### src/rtl/core/hgide_pkg.sv
// Package for the HID global item delta encoder.
// Holds the sequencer types, the item tags and the control program table.
// Depends on nothing; imported by hid_global_item_delta_encoder.
package hgide_pkg;

    localparam int STEP_COUNT = 10;
    localparam int STEP_W     = 4;

    localparam logic [7:0] TAG_USAGE_PAGE   = 8'h04;
    localparam logic [7:0] TAG_LOG_MIN      = 8'h14;
    localparam logic [7:0] TAG_LOG_MAX      = 8'h24;
    localparam logic [7:0] TAG_PHY_MIN      = 8'h34;
    localparam logic [7:0] TAG_PHY_MAX      = 8'h44;
    localparam logic [7:0] TAG_UNIT_EXP     = 8'h54;
    localparam logic [7:0] TAG_UNIT         = 8'h64;
    localparam logic [7:0] TAG_REPORT_SIZE  = 8'h74;
    localparam logic [7:0] TAG_REPORT_ID    = 8'h84;
    localparam logic [7:0] TAG_REPORT_COUNT = 8'h94;
    localparam logic [7:0] TAG_MASK         = 8'hFC;
    localparam logic [7:0] NO_ID_YET        = 8'hFF;

    localparam logic FUNC_EMIT     = 1'b0;
    localparam logic FUNC_SET_PAGE = 1'b1;

    typedef enum logic [1:0] {
        ST_IDLE,
        ST_RUN
    } state_t;

    typedef enum logic [1:0] {
        KIND_ID,
        KIND_PAGE,
        KIND_SIGNED,
        KIND_UNSIGNED
    } kind_t;

    typedef enum logic [3:0] {
        FLD_REPORT_ID,
        FLD_USAGE_PAGE,
        FLD_LOGICAL_MIN,
        FLD_LOGICAL_MAX,
        FLD_PHYSICAL_MIN,
        FLD_PHYSICAL_MAX,
        FLD_UNIT_EXPONENT,
        FLD_UNIT_CODE,
        FLD_FIELD_SIZE,
        FLD_FIELD_COUNT
    } field_t;

    typedef struct packed {
        field_t     field;
        kind_t      kind;
        logic [7:0] tag;
        logic       end_step;
    } ctrl_word_t;

    // One control word per field, in the order the items are sent.
    function automatic ctrl_word_t ctrl_rom(input logic [STEP_W-1:0] step);
        ctrl_word_t w;
        w = '{FLD_REPORT_ID, KIND_ID, TAG_REPORT_ID, 1'b0};
        case (step)
            4'd0: w = '{FLD_REPORT_ID,     KIND_ID,       TAG_REPORT_ID,    1'b0};
            4'd1: w = '{FLD_USAGE_PAGE,    KIND_PAGE,     TAG_USAGE_PAGE,   1'b0};
            4'd2: w = '{FLD_LOGICAL_MIN,   KIND_SIGNED,   TAG_LOG_MIN,      1'b0};
            4'd3: w = '{FLD_LOGICAL_MAX,   KIND_SIGNED,   TAG_LOG_MAX,      1'b0};
            4'd4: w = '{FLD_PHYSICAL_MIN,  KIND_SIGNED,   TAG_PHY_MIN,      1'b0};
            4'd5: w = '{FLD_PHYSICAL_MAX,  KIND_SIGNED,   TAG_PHY_MAX,      1'b0};
            4'd6: w = '{FLD_UNIT_EXPONENT, KIND_UNSIGNED, TAG_UNIT_EXP,     1'b0};
            4'd7: w = '{FLD_UNIT_CODE,     KIND_UNSIGNED, TAG_UNIT,         1'b0};
            4'd8: w = '{FLD_FIELD_SIZE,    KIND_UNSIGNED, TAG_REPORT_SIZE,  1'b0};
            4'd9: w = '{FLD_FIELD_COUNT,   KIND_UNSIGNED, TAG_REPORT_COUNT, 1'b1};
            default: w = '{FLD_FIELD_COUNT, KIND_UNSIGNED, TAG_REPORT_COUNT, 1'b1};
        endcase
        return w;
    endfunction

endpackage

### src/rtl/core/hid_global_item_delta_encoder.sv
// HID global item delta encoder: compares a set of global values with the last one
// sent and emits short items for the fields that differ. Uses hgide_pkg.
// The first output byte is registered in ST_RUN, after the input transfer moves to ST_RUN.
// The input is not taken again until the item is through: s_tready stays low in ST_RUN
// while the ten-step control program sends each output byte and steps over each unchanged
// field ahead of the last changed one, and while the output is held. An item that changes
// nothing, or a usage page overwrite, stays in ST_IDLE. Reset loads report id 255.
module hid_global_item_delta_encoder (
    input  logic         aclk,
    input  logic         aresetn,
    input  logic         s_tvalid,
    output logic         s_tready,
    // report_id, usage_page, logical_min, logical_max, physical_min, physical_max,
    // unit_exponent, unit_code, field_size, field_count
    input  logic [247:0] s_tdata,
    // func
    input  logic         s_tuser,
    output logic         m_tvalid,
    input  logic         m_tready,
    // out_byte
    output logic [7:0]   m_tdata,
    output logic         m_tlast
);
    import hgide_pkg::*;

    state_t                  state_reg, state_next;
    logic [STEP_W-1:0]       step_reg, step_next;
    logic [2:0]              byte_reg, byte_next;
    logic [STEP_COUNT-1:0]   change_reg, change_next;
    logic                    m_tvalid_reg, m_tvalid_next;
    logic [7:0]              m_tdata_reg, m_tdata_next;
    logic                    m_tlast_reg, m_tlast_next;

    logic [7:0]  prev_report_id_reg;
    logic [15:0] prev_usage_page_reg;
    logic [31:0] prev_logical_min_reg;
    logic [31:0] prev_logical_max_reg;
    logic [31:0] prev_physical_min_reg;
    logic [31:0] prev_physical_max_reg;
    logic [31:0] prev_unit_exponent_reg;
    logic [31:0] prev_unit_code_reg;
    logic [15:0] prev_field_size_reg;
    logic [15:0] prev_field_count_reg;

    logic [7:0]  in_report_id;
    logic [15:0] in_usage_page;
    logic [31:0] in_logical_min;
    logic [31:0] in_logical_max;
    logic [31:0] in_physical_min;
    logic [31:0] in_physical_max;
    logic [31:0] in_unit_exponent;
    logic [31:0] in_unit_code;
    logic [15:0] in_field_size;
    logic [15:0] in_field_count;

    logic                  in_xfer;
    logic [STEP_COUNT-1:0] in_change;
    ctrl_word_t            ctrl;
    logic [31:0]           sel_value;
    logic [1:0]            size_code;
    logic [2:0]            nbytes;
    logic [STEP_COUNT-1:0] later_mask;
    logic                  out_free;

    assign in_report_id     = s_tdata[7:0];
    assign in_usage_page    = s_tdata[23:8];
    assign in_logical_min   = s_tdata[55:24];
    assign in_logical_max   = s_tdata[87:56];
    assign in_physical_min  = s_tdata[119:88];
    assign in_physical_max  = s_tdata[151:120];
    assign in_unit_exponent = s_tdata[183:152];
    assign in_unit_code     = s_tdata[215:184];
    assign in_field_size    = s_tdata[231:216];
    assign in_field_count   = s_tdata[247:232];

    assign s_tready = (state_reg == ST_IDLE);
    assign in_xfer  = s_tvalid && s_tready;
    assign m_tvalid = m_tvalid_reg;
    assign m_tdata  = m_tdata_reg;
    assign m_tlast  = m_tlast_reg;
    assign out_free = !m_tvalid_reg || m_tready;

    assign in_change = {
        in_field_count   != prev_field_count_reg,
        in_field_size    != prev_field_size_reg,
        in_unit_code     != prev_unit_code_reg,
        in_unit_exponent != prev_unit_exponent_reg,
        in_physical_max  != prev_physical_max_reg,
        in_physical_min  != prev_physical_min_reg,
        in_logical_max   != prev_logical_max_reg,
        in_logical_min   != prev_logical_min_reg,
        in_usage_page    != prev_usage_page_reg,
        in_report_id     != prev_report_id_reg
    };

    // Emit loads the stored set, a page overwrite only the page; the program reads it back.
    always_ff @(posedge aclk) begin
        if (!aresetn) begin
            prev_report_id_reg     <= NO_ID_YET;
            prev_usage_page_reg    <= '0;
            prev_logical_min_reg   <= '0;
            prev_logical_max_reg   <= '0;
            prev_physical_min_reg  <= '0;
            prev_physical_max_reg  <= '0;
            prev_unit_exponent_reg <= '0;
            prev_unit_code_reg     <= '0;
            prev_field_size_reg    <= '0;
            prev_field_count_reg   <= '0;
        end else if (in_xfer) begin
            prev_usage_page_reg <= in_usage_page;
            if (s_tuser == FUNC_EMIT) begin
                prev_report_id_reg     <= in_report_id;
                prev_logical_min_reg   <= in_logical_min;
                prev_logical_max_reg   <= in_logical_max;
                prev_physical_min_reg  <= in_physical_min;
                prev_physical_max_reg  <= in_physical_max;
                prev_unit_exponent_reg <= in_unit_exponent;
                prev_unit_code_reg     <= in_unit_code;
                prev_field_size_reg    <= in_field_size;
                prev_field_count_reg   <= in_field_count;
            end
        end
    end

    always_ff @(posedge aclk) begin
        if (!aresetn) begin
            state_reg    <= ST_IDLE;
            step_reg     <= '0;
            byte_reg     <= '0;
            change_reg   <= '0;
            m_tvalid_reg <= 1'b0;
            m_tlast_reg  <= 1'b0;
        end else begin
            state_reg    <= state_next;
            step_reg     <= step_next;
            byte_reg     <= byte_next;
            change_reg   <= change_next;
            m_tvalid_reg <= m_tvalid_next;
            m_tlast_reg  <= m_tlast_next;
        end
    end

    always_ff @(posedge aclk) begin
        m_tdata_reg <= m_tdata_next;
    end

    always_comb begin
        ctrl = ctrl_rom(step_reg);
        case (ctrl.field)
            FLD_REPORT_ID:     sel_value = {24'd0, prev_report_id_reg};
            FLD_USAGE_PAGE:    sel_value = {16'd0, prev_usage_page_reg};
            FLD_LOGICAL_MIN:   sel_value = prev_logical_min_reg;
            FLD_LOGICAL_MAX:   sel_value = prev_logical_max_reg;
            FLD_PHYSICAL_MIN:  sel_value = prev_physical_min_reg;
            FLD_PHYSICAL_MAX:  sel_value = prev_physical_max_reg;
            FLD_UNIT_EXPONENT: sel_value = prev_unit_exponent_reg;
            FLD_UNIT_CODE:     sel_value = prev_unit_code_reg;
            FLD_FIELD_SIZE:    sel_value = {16'd0, prev_field_size_reg};
            FLD_FIELD_COUNT:   sel_value = {16'd0, prev_field_count_reg};
            default:           sel_value = '0;
        endcase

        case (ctrl.kind)
            KIND_ID: size_code = 2'd1;
            KIND_PAGE: size_code = (sel_value[15:8] != 8'd0) ? 2'd2 : 2'd1;
            KIND_SIGNED: begin
                if (sel_value == 32'd0) begin
                    size_code = 2'd0;
                end else if ((&sel_value[31:7]) || !(|sel_value[31:7])) begin
                    size_code = 2'd1;
                end else if ((&sel_value[31:15]) || !(|sel_value[31:15])) begin
                    size_code = 2'd2;
                end else begin
                    size_code = 2'd3;
                end
            end
            KIND_UNSIGNED: begin
                if (sel_value == 32'd0) begin
                    size_code = 2'd0;
                end else if (sel_value[31:8] == 24'd0) begin
                    size_code = 2'd1;
                end else if (sel_value[31:16] == 16'd0) begin
                    size_code = 2'd2;
                end else begin
                    size_code = 2'd3;
                end
            end
            default: size_code = 2'd3;
        endcase
        nbytes = (size_code == 2'd3) ? 3'd4 : {1'b0, size_code};

        later_mask = change_reg & ~((STEP_COUNT'(2) << step_reg) - STEP_COUNT'(1));

        state_next    = state_reg;
        step_next     = step_reg;
        byte_next     = byte_reg;
        change_next   = change_reg;
        m_tvalid_next = m_tvalid_reg;
        m_tdata_next  = m_tdata_reg;
        m_tlast_next  = m_tlast_reg;

        if (m_tvalid_reg && m_tready) begin
            m_tvalid_next = 1'b0;
        end

        case (state_reg)
            ST_IDLE: begin
                if (in_xfer && (s_tuser == FUNC_EMIT) && (in_change != '0)) begin
                    state_next  = ST_RUN;
                    step_next   = '0;
                    byte_next   = '0;
                    change_next = in_change;
                end
            end
            ST_RUN: begin
                if (!change_reg[step_reg]) begin
                    step_next = step_reg + STEP_W'(1);
                    if (ctrl.end_step) begin
                        state_next = ST_IDLE;
                    end
                end else if (out_free) begin
                    m_tvalid_next = 1'b1;
                    case (byte_reg)
                        3'd0:    m_tdata_next = (ctrl.tag & TAG_MASK) | {6'd0, size_code};
                        3'd1:    m_tdata_next = sel_value[7:0];
                        3'd2:    m_tdata_next = sel_value[15:8];
                        3'd3:    m_tdata_next = sel_value[23:16];
                        default: m_tdata_next = sel_value[31:24];
                    endcase
                    if (byte_reg == nbytes) begin
                        m_tlast_next = (later_mask == '0);
                        byte_next    = '0;
                        step_next    = step_reg + STEP_W'(1);
                        if (ctrl.end_step || (later_mask == '0)) begin
                            state_next = ST_IDLE;
                        end
                    end else begin
                        m_tlast_next = 1'b0;
                        byte_next    = byte_reg + 3'd1;
                    end
                end
            end
            default: state_next = ST_IDLE;
        endcase
    end

endmodule

### config.mk
export PLATFORM = sky130hd
export DESIGN_NAME = hid_global_item_delta_encoder
export DESIGN_NICKNAME = d
export VERILOG_FILES = /design/src/rtl/core/hgide_pkg.sv /design/src/rtl/core/hid_global_item_delta_encoder.sv
export SDC_FILE = /design/constraint.sdc
export NUM_CORES = 1
export LEC_CHECK = 0
export BUFFER_PORTS_ARGS = -buffer_cell sky130_fd_sc_hd__buf_4
export CAP_MARGIN = 20
export CORE_MARGIN = 2
export CORE_UTILIZATION = 60
export DETAILED_ROUTE_END_ITERATION = 12
export GPL_TIMING_DRIVEN = 1
export PLACE_DENSITY = 0.84
export SLEW_MARGIN = 20
export SYNTH_ARGS = -nofsm -noshare
export SYNTH_HDL_FRONTEND = slang
export SYNTH_SLANG_ARGS = --single-unit
### constraint.sdc
create_clock -name aclk -period 8.6 [get_ports aclk]
set_input_delay 1.29 -clock aclk [delete_from_list [all_inputs] [get_ports aclk]]
set_output_delay 1.29 -clock aclk [all_outputs]
set_load 0.005 [all_outputs]
==> qor.yml, run 1 <==
timing:
  finalSetupViolCount: 0
  tightest_slew_ps: 1250
  fin_worst_skew_ps: 18.1
  period_share: 0.723
  rsz0062_at_grt: "false"
  hold_ws_ps: 501
  slew_violations: 0
  tns_ps: 0
  setup_ws_ps: 2390
  fin_crit_ps: 6210
  slew_headroom: 0.169
  timing.fmax_ghz: 0.161
  finalHoldViolCount: 0
logic_synthesis:
  synth_cells: 2051
  syn_area_um2: 16800
  syn-num-nets: 2321
  synth_area_leaders: "dfxtp_1, nand2_1, a21boi_0"
  synth_top_cell_area_share: 0.333
  synth_seq_cells: 287
  yosysSeqAreaShare: 0.347
  async_reset_ff_frac: 0
  synth.avg_cell_area_um2: 8.18
  ys_dominant_reg_cell: "dfxtp_1"
  yosys.area.top_type: "dfxtp_1"
  yosysWarningCount: 0
  synthDistinctLibCells: 85
  synth_edf_count: 8
global_routing:
  grt_pass1_vias: 15100
  grt_max_degree: 236
  grt_overflow: 0
  grt_pass1_wl_mm: 89.9
  grt_usage: 0.410
  antenna_found_initial: 1
setup_path:
  reg2reg_from: "ctrl[12]"
  cp_slowest_cell: "dfxtp_2"
  worstPathCellList: "buf_4 -> or3b_1 -> o22ai_1 -> a211oi_1 -> or4_1 -> or4_1 -> nor3_1 -> o21ai_1 -> a32o_1 -> nor2_1 -> o31a_1 -> mux2i_1 -> and2_1 -> inv_1 -> ha_1 -> nor2_1 -> a21oi_1 -> o311a_1 -> mux2i_1"
  r2r_setup_slack_ps: 2390
  critPathRequiredTime_ps: 9090
  r2r-end: "ctrl[6]"
  crit_path_end_kind: "flop"
  cpPeakStageDelay_ps: 860
  rr_worst_depth: 19
  critPathKind: "reg2reg"
  worst_setup_path_start_kind: "flop"
  worstPathMaxFanout: 39
  arrival_ps: 6710
clock_network:
  cts_made_buffers: 31
  insertion_delay_ps: 570
  htreeDepth: 1
  clkSlewWorstSetupHoldPaths_ps: 60
  clkSinkCount: 287
  hold_buffers: 0
  cts_tree: "done"
  cts_buffer_depth: 3
  clockRootBuffer: "clkbuf_16"
  post-cts-setup-buffers: 0
  ctsResizeCount: 0
detailed_routing:
  route.vias.total: 16200
  drc: 0
  drt_iter0_drc: 2051
  routed_via_density: 6.17
  drtPass1Iterations: 6
  drtAntennaViolNets: 0
  routed_wl_mm: 62.0
  wl_per_cell_um: 23.6
hold_path:
  holdPathEnd: "prev_physical_min_reg[13]"
  hold_class: "reg2reg"
  min-delay-start: "prev_physical_min_reg[13]"
  whs_path_depth: 2
status:
  status: "finished, final reports clean"
die:
  initial_core_util: 0.607
  die_height_um: 171
  core_area_um2: 27600
  row_count: 61
  die_area_um2: 29300
  ios: 264
  die_x_um: 171
power_and_ir_drop:
  irDropWorstVdd_mv: 0.186
  p_leak_nw: 7.44
  pwr_density_cell_nw_per_um2: 171
placement:
  finalWeightedCongestion: 1.04
  post-place-ws_ps: 2560
  placed_cells: 2572
  hpwlAfterDp_mm: 47.0
  port_buffers: 263
finish:
  drive_gt1_frac: 0.161
  n_antenna_cell: 0
  layoutNonFillerInstCount: 2628
  final_nets: 2497
  area_delta_synth_final_pct: 18.5
flow_run:
  drv_cap: 0
## cells in the final DEF (no fill, tap or decap), types with 39 or more instances in the layout
master	instances
xnor2_1	130
nand2_1	531
nor4_1	52
nand4_1	42
mux2i_1	63
buf_4	269
xor2_1	121
a21oi_1	39
nor2_1	45
dfxtp_1	275
a21boi_0	243
## synthesized netlist by cell type, types with 7 or more instances
library cell  instances
clkbuf_1             92
or4_1                10
o21ai_0              17
a32oi_1              10
a22o_1               11
edfxtp_1              8
xor2_1              121
nor2_1               46
nand3b_1             22
nand2_1             531
nand3_1              28
nor2b_1              34
mux2_2                7
buf_1                13
and3_1               11
nand2b_1              9
dfxtp_1             279
o32ai_1               7
xnor2_1             130
buf_2                19
o22ai_1              14
nor3_1               16
a21boi_0            243
mux2i_1              63
nand4_1              42
a21oi_1              39
a22oi_1              14
ha_1                 17
nor4_1               52
inv_1                23
a211oi_1              8
## cell type report
class | count | area [um2]
clock buffer | 42 | 928
clock inverter | 14 | 148
fill | 2057 | 7760
inverter | 26 | 100
multi-input combinational | 1609 | 10300
sequential | 287 | 5830
tap | 378 | 473
timing repair buffer | 272 | 2060
## power breakdown
part	switching [mW]	internal [mW]	total, mW
clock	0.576	0.817	1.39
sequential	0.0965	1.40	1.50
combinational	0.271	0.235	0.505
## critical path, delay by kind of cell (launching register included)
kind / cells / cell delay, ps
compound gates: 7 / 1360
fa+ha+maj: 1 / 310
buf+inv: 2 / 630
flops: 1 / 860
mux: 2 / 400
simple gates: 7 / 2550
## routing by layer
metal | part of all wire | wire length, um | vias up | track usage
met3 | 0.087 | 5390 | 159 | 0.0723
met1 | 0.40 | 24600 | 7730 | 0.521
met4 | 0.055 | 3430 | 2 | 0.204
met5 | 0.00024 | 15 | - | 0
li1 | - | - | 7464 | -
met2 | 0.46 | 28600 | 854 | 0.672
## cells by family (layout without fill, tap and decap cells)
family,Yosys count,after routing,synth area share
and+or+nand+nor,841,841,0.233
DFF,287,287,0.347
AOI/OAI and AO/OA,420,420,0.186
buffers and inverters,155,354,0.0378
muxes,80,80,0.0519
adders and majority gates,17,17,0.0127
xor gates and xnor gates,251,251,0.131
## stage by stage
step / power [mW] / area, um2 / utilization
floorplan: 1.77 / 16800 / -
global placement: 2.00 / 18800 / 0.680
detailed placement: 2.01 / 18800 / 0.680
CTS: 3.38 / 19900 / 0.719
global route: 3.49 / 19900 / 0.719
finish: 3.39 / 19900 / 0.719
## worst max path at each step
stage                     cells after the start      end  slack (ps)     start
final                                        19  ctrl[6]        2390  ctrl[12]
after global routing                         19  ctrl[6]        1990  ctrl[13]
after CTS                                    19  ctrl[6]        2520  ctrl[13]
after detailed placement                     19  ctrl[6]        2560  ctrl[13]
after global placement                       19  ctrl[6]        2650  ctrl[12]
after floorplan                              21  ctrl[6]        3890  ctrl[13]
No activity file was read; power rests on OpenSTA's default activity.
==> inputs of run 2 (changes only) <==
CORE_UTILIZATION = 58   (was 60)
PLACE_DENSITY = 0.81   (was 0.84)
clock period = 6.2 ns   (was 8.6 ns; I/O delays follow)
==> run 2 against run 1 <==
Die area rose by 3.4%. Combinational power up 40%. Critical path depth down 1. Clock skew up 0.54 ps. First-iteration DRC count shrank 14%. Register-to-register slack got worse by 1900 ps. Critical path type unchanged.
==> qor.yml, run 2 (same netlist as run 1, synthesis figures left out) <==
status:
  status: "finished, final reports clean"  # unchanged
global_routing:
  grt_max_degree: 151  # was 236
  grtUsageMet2: 0.663  # was 0.672
  grt_use_met3: 0.0787  # was 0.0723
  grt_overflow: 0  # unchanged
  antenna_found_initial: 3  # was 1
  grt_util_met1: 0.499  # was 0.521
  grt_usage: 0.402  # was 0.410
  grt_pass1_wl_mm: 93.0  # was 89.9 mm
  grt.busiest_layer: "met2"  # unchanged
  grt_pass1_vias: 15800  # was 15100
setup_path:
  crit_path_end_kind: "flop"  # unchanged
  critPathRequiredTime_ps: 6710  # was 9090 ps
  crit_family: "simple AND/OR/NAND/NOR gates"  # unchanged
  worst_setup_path_start_kind: "flop"  # unchanged
  critPathBufInv: 1  # was 2
  cpPeakStageDelay_ps: 820  # was 860 ps
  worstPathMaxFanout: 29  # was 39
  worstPathCellList: "nor2b_1 -> a22o_1 -> a211oi_1 -> nand4_1 -> or4_1 -> or3_1 -> nand4bb_1 -> a32o_1 -> nor2_1 -> o31a_1 -> mux2i_1 -> and2_1 -> inv_1 -> ha_1 -> nor2_1 -> a21oi_1 -> o311a_1 -> mux2i_1"  # was buf_4 -> or3b_1 -> o22ai_1 -> a211oi_1 -> or4_1 -> or4_1 -> nor3_1 -> o21ai_1 -> a32o_1 -> nor2_1 -> o31a_1 -> mux2i_1 -> and2_1 -> inv_1 -> ha_1 -> nor2_1 -> a21oi_1 -> o311a_1 -> mux2i_1
  critPathKind: "reg2reg"  # unchanged
  cp_slowest_cell: "dfxtp_2"  # unchanged
  arrival_ps: 6220  # was 6710 ps
placement:
  placed_cells: 2594  # was 2572
  finalWeightedCongestion: 1.00  # was 1.04
  port_buffers: 263  # unchanged
  hpwlAfterDp_mm: 48.4  # was 47.0 mm
power_and_ir_drop:
  p_sw_mw: 1.32  # was 944 uW
  p_leak_nw: 7.55  # was 7.44 nW
  pwr_density_cell_nw_per_um2: 239  # was 171 nW/um2
  internal_power_mw: 3.48  # was 2.45 mW
  irDropWorstVdd_mv: 0.197  # was 0.186 mV
  switching_share: 0.275  # was 0.278
  power_frac_seq: 0.433  # was 0.441
  p_clk_frac: 0.420  # was 0.410
  combPwrFrac: 0.147  # was 0.149
clock_network:
  cts_buffer_depth: 3  # unchanged
  insertion_delay_ps: 580  # was 570 ps
  ctsResizeCount: 0  # unchanged
  cts_made_buffers: 31  # unchanged
  clkSlewWorstSetupHoldPaths_ps: 70  # was 60 ps
  clkSinkCount: 287  # unchanged
  post-cts-setup-buffers: 0  # unchanged
  hold_buffers: 0  # unchanged
  clockRootBuffer: "clkbuf_16"  # unchanged
  cts_tree: "done"  # unchanged
  htreeDepth: 1  # unchanged
die:
  ios: 264  # unchanged
  row_count: 62  # was 61
  die_x_um: 174  # was 171 um
  initial_core_util: 0.587  # was 0.607
  die_height_um: 174  # was 171 um
  core_area_um2: 28500  # was 27600 um2
  die_area_um2: 30300  # was 29300 um2
detailed_routing:
  routed_via_density: 6.17  # about the same
  route.vias.total: 16400  # was 16200
  drt_iter0_drc: 1759  # was 2051
  drc: 0  # unchanged
  routed_wl_mm: 63.1  # was 62.0 mm
  drtAntennaViolNets: 0  # unchanged
  drtPass1Iterations: 6  # unchanged
  wl_per_cell_um: 23.8  # was 23.6 um
timing:
  finalSetupViolCount: 0  # unchanged
  timing.fmax_ghz: 0.175  # was 0.161 GHz
  period_share: 0.922  # was 0.723
  fin_worst_skew_ps: 18.6  # was 18.1 ps
  tns_ps: 0  # unchanged
  slew_headroom: 0.291  # was 0.169
  rsz0062_at_grt: "false"  # unchanged
  fin_crit_ps: 5720  # was 6210 ps
  tightest_slew_ps: 1060  # was 1250 ps
  slew_violations: 0  # unchanged
  finalHoldViolCount: 0  # unchanged
finish:
  final_nets: 2513  # was 2497
  area_delta_synth_final_pct: 19.7  # was 18.5%
  layoutNonFillerInstCount: 2654  # was 2628
  final_common_cell: "nand2_1"  # unchanged
  multi_input_area_um2: 10300  # about the same
  fillerInstances: 2200  # was 2057
  drive_gt1_frac: 0.166  # was 0.161
  regArea_um2: 5830  # about the same
  final_cell_mix: "nand2_1, buf_4, dfxtp_1, a21boi_0, xnor2_1"  # was nand2_1, dfxtp_1, buf_4, a21boi_0, xnor2_1
hold_path:
  hold_class: "reg2reg"  # unchanged
flow_run:
  drv_cap: 0  # unchanged
## run 2: final timing paths
path,endpoint,startpoint,depth (start not counted),slack [ps]
worst min-delay path,prev_physical_min_reg[13],prev_physical_min_reg[13],2,500
worst min register to register,prev_physical_min_reg[13],prev_physical_min_reg[13],2,500
worst max register to register,ctrl[6],ctrl[13],18,480
worst max-delay path,ctrl[6],ctrl[13],18,480
## run 2: metal layers
| layer | routed length, um | vias up |
|---|---|---|
| met3 | 5610 | 190 |
| met1 | 24500 | 7824 |
| met4 | 3620 | 0 |
| met2 | 29400 | 885 |
| met5 | 0 | - |
| li1 | - | 7485 |
## run 2: layout make-up
class,instances,area share
Timing Repair Buffer,288,0.111
Clock buffer,38,0.0414
Antenna cell,2,0.000249
Sequential cell,287,0.291
Clock inverter,20,0.0136
Inverter,26,0.00499
Tap cell,384,0.0239
Multi-Input combinational cell,1609,0.514
## run 2: power groups by stage
stage,clock (mW),sequential (mW),combinational (mW)
final,2.02,2.08,0.705
after global routing,2.10,2.08,0.762
after CTS,2.02,2.07,0.694
after detailed placement,0,2.11,0.685
after global placement,0,2.11,0.674
after floorplan,0,2.04,0.406
## run 2: metrics by stage
| step | worst slack [ps] | hold slack, ps | cell area [um2] | power [mW] | utilization |
|---|---|---|---|---|---|
| after floorplan | 1490 | 463 | 16800 | 2.45 | - |
| after global placement | 704 | 479 | 19000 | 2.79 | 0.664 |
| after detailed placement | 544 | 488 | 19000 | 2.80 | 0.664 |
| after CTS | 518 | 498 | 20100 | 4.79 | 0.703 |
| after global routing | 29.8 | 518 | 20100 | 4.94 | 0.703 |
| final | 483 | 498 | 20100 | 4.80 | 0.703 |
## run 2: tightest hold or removal path, stage by stage, from the launching register on
cell      delay, ps
dfxtp_1         330
nand2_1          50
a21boi_0         70
==> inputs of run 3 (changes only) <==
CORE_UTILIZATION = 45   (was 58)
PLACE_DENSITY = 0.66   (was 0.81)
==> run 3 against run 2 <==
Highest routed layer unchanged. Maximum frequency shrank 1.8%. Wire length grew 2.9%. Critical endpoint unchanged. Die area grew 28%. Largest power group unchanged.
==> qor.yml, run 3 (same netlist as run 1, synthesis figures left out) <==
finish:
  area_delta_synth_final_pct: 19.8  # was 19.7%
  final_cell_area_um2: 20100  # about the same
  fillerInstances: 3415  # was 2200
  fin_util: 0.549  # was 0.703
  final_cell_mix: "nand2_1, buf_4, dfxtp_1, a21boi_0, xnor2_1"  # unchanged
  final_nets: 2511  # was 2513
  final_common_cell: "nand2_1"  # unchanged
  drive_gt1_frac: 0.163  # was 0.166
clock_network:
  ctsResizeCount: 0  # unchanged
  insertion_delay_ps: 570  # was 580 ps
  clkSlewWorstSetupHoldPaths_ps: 60  # was 70 ps
  hold_buffers: 0  # unchanged
  cts_tree: "done"  # unchanged
  clkSinkCount: 287  # unchanged
  cts_made_buffers: 31  # unchanged
  post-cts-setup-buffers: 0  # unchanged
  cts_buffer_depth: 3  # unchanged
  htreeDepth: 1  # unchanged
  clockRootBuffer: "clkbuf_16"  # unchanged
detailed_routing:
  routed_wl_mm: 65.0  # was 63.1 mm
  drc: 0  # unchanged
  drt_iter0_drc: 1310  # was 1759
  drtAntennaViolNets: 0  # unchanged
  route.vias.total: 15700  # was 16400
  drtPass1Iterations: 5  # was 6
  wl_per_cell_um: 23.8  # about the same
  routed_via_density: 5.74  # was 6.17
global_routing:
  grt_max_degree: 128  # was 151
  grt_usage: 0.325  # was 0.402
  grt_overflow: 0  # unchanged
  antenna_found_initial: 2  # was 3
  grt_pass1_wl_mm: 94.7  # was 93.0 mm
  grt_pass1_vias: 14900  # was 15800
setup_path:
  arrival_ps: 6320  # was 6220 ps
  critPathRequiredTime_ps: 6700  # was 6710 ps
  crit_path_end_kind: "flop"  # unchanged
  worstPathMaxFanout: 28  # was 29
  worst_setup_path_start_kind: "flop"  # unchanged
  critPathKind: "reg2reg"  # unchanged
timing:
  slew_violations: 0  # unchanged
  tns_ps: 0  # unchanged
  timing.fmax_ghz: 0.172  # was 0.175 GHz
  slew_headroom: 0.267  # was 0.291
  tightest_slew_ps: 1100  # was 1060 ps
  rsz0062_at_grt: "false"  # unchanged
  fin_crit_ps: 5820  # was 5720 ps
  period_share: 0.939  # was 0.922
  fin_worst_skew_ps: 25.8  # was 18.6 ps
  finalHoldViolCount: 0  # unchanged
  finalSetupViolCount: 0  # unchanged
power_and_ir_drop:
  switching_share: 0.271  # was 0.275
  p_leak_nw: 7.51  # was 7.55 nW
  power_frac_seq: 0.441  # was 0.433
  irDropWorstVdd_mv: 0.234  # was 0.197 mV
  p_clk_frac: 0.411  # was 0.420
  p_sw_mw: 1.28  # was 1.32 mW
  combPwrFrac: 0.149  # was 0.147
  pwr_density_cell_nw_per_um2: 235  # was 239 nW/um2
  internal_power_mw: 3.44  # was 3.48 mW
die:
  die_area_um2: 38800  # was 30300 um2
  die_x_um: 197  # was 174 um
  row_count: 70  # was 62
  initial_core_util: 0.458  # was 0.587
  ios: 264  # unchanged
  core_area_um2: 36600  # was 28500 um2
  die_height_um: 197  # was 174 um
hold_path:
  hold_class: "reg2reg"  # unchanged
flow_run:
  drv_cap: 0  # unchanged
status:
  status: "finished, final reports clean"  # unchanged
placement:
  hpwlAfterDp_mm: 50.7  # was 48.4 mm
  dpl_cell_area_um2: 19000  # about the same
  finalWeightedCongestion: 0.992  # was 1.00
  port_buffers: 263  # unchanged
run 3: critical path, stage by stage (launching register included):
cell,delay [ps]
dfxtp_2,780
buf_4,360
mux2_1,350
a31oi_1,280
a31oi_1,250
nand4b_1,230
or4_1,570
or3_1,400
nand4bb_1,190
a32o_1,330
nor2_1,230
o31a_1,270
mux2i_1,280
and2_1,220
inv_1,90
ha_1,310
nor2_1,110
a21oi_1,50
o311a_1,290
mux2i_1,130
run 3: routing by layer:
metal	part of all wire	up-vias	wire length, um	track usage
met5	0	-	0	0
met4	0.034	0	2200	0.105
met3	0.057	87	3680	0.0379
met2	0.47	532	30500	0.542
met1	0.44	7574	28600	0.440
li1	-	7484	-	-
run 3: cell type report:
type / count / area (um2) / area share
antenna: 1 / 2.50 / 0.000125
timing repair buffer: 286 / 2190 / 0.109
clock inverter: 6 / 105 / 0.00523
tap: 468 / 586 / 0.0291
inverter: 26 / 100 / 0.00498
sequential: 287 / 5830 / 0.290
clock buffer: 48 / 951 / 0.0473
multi-input combinational: 1609 / 10300 / 0.514
run 3: power groups by stage:
stage	sequential [mW]	combinational, mW	clock [mW]
after floorplan	2.04	0.406	0
after detailed placement	2.12	0.691	0
after global placement	2.12	0.686	0
final	2.08	0.701	1.94
after global routing	2.08	0.761	2.04
after CTS	2.08	0.696	1.96
run 3: stage by stage:
step | cells | setup slack, ps | power (mW) | hold WS (ps)
after floorplan | 2051 | 1490 | 2.45 | 463
after detailed placement | 2676 | 546 | 2.81 | 489
after global routing | 2730 | 61.9 | 4.88 | 518
final | 2731 | 381 | 4.72 | 495
after CTS | 2730 | 519 | 4.73 | 499
after global placement | 2676 | 663 | 2.80 | 479
run 3: final timing paths:
path,from,endpoint,slack (ps),depth (start not counted)
worst max-delay path,ctrl[12],ctrl[6],380,19
worst min-delay path,prev_usage_page_reg[2],prev_usage_page_reg[2],500,2
worst min register to register,prev_usage_page_reg[2],prev_usage_page_reg[2],500,2
worst max register to register,ctrl[12],ctrl[6],380,19
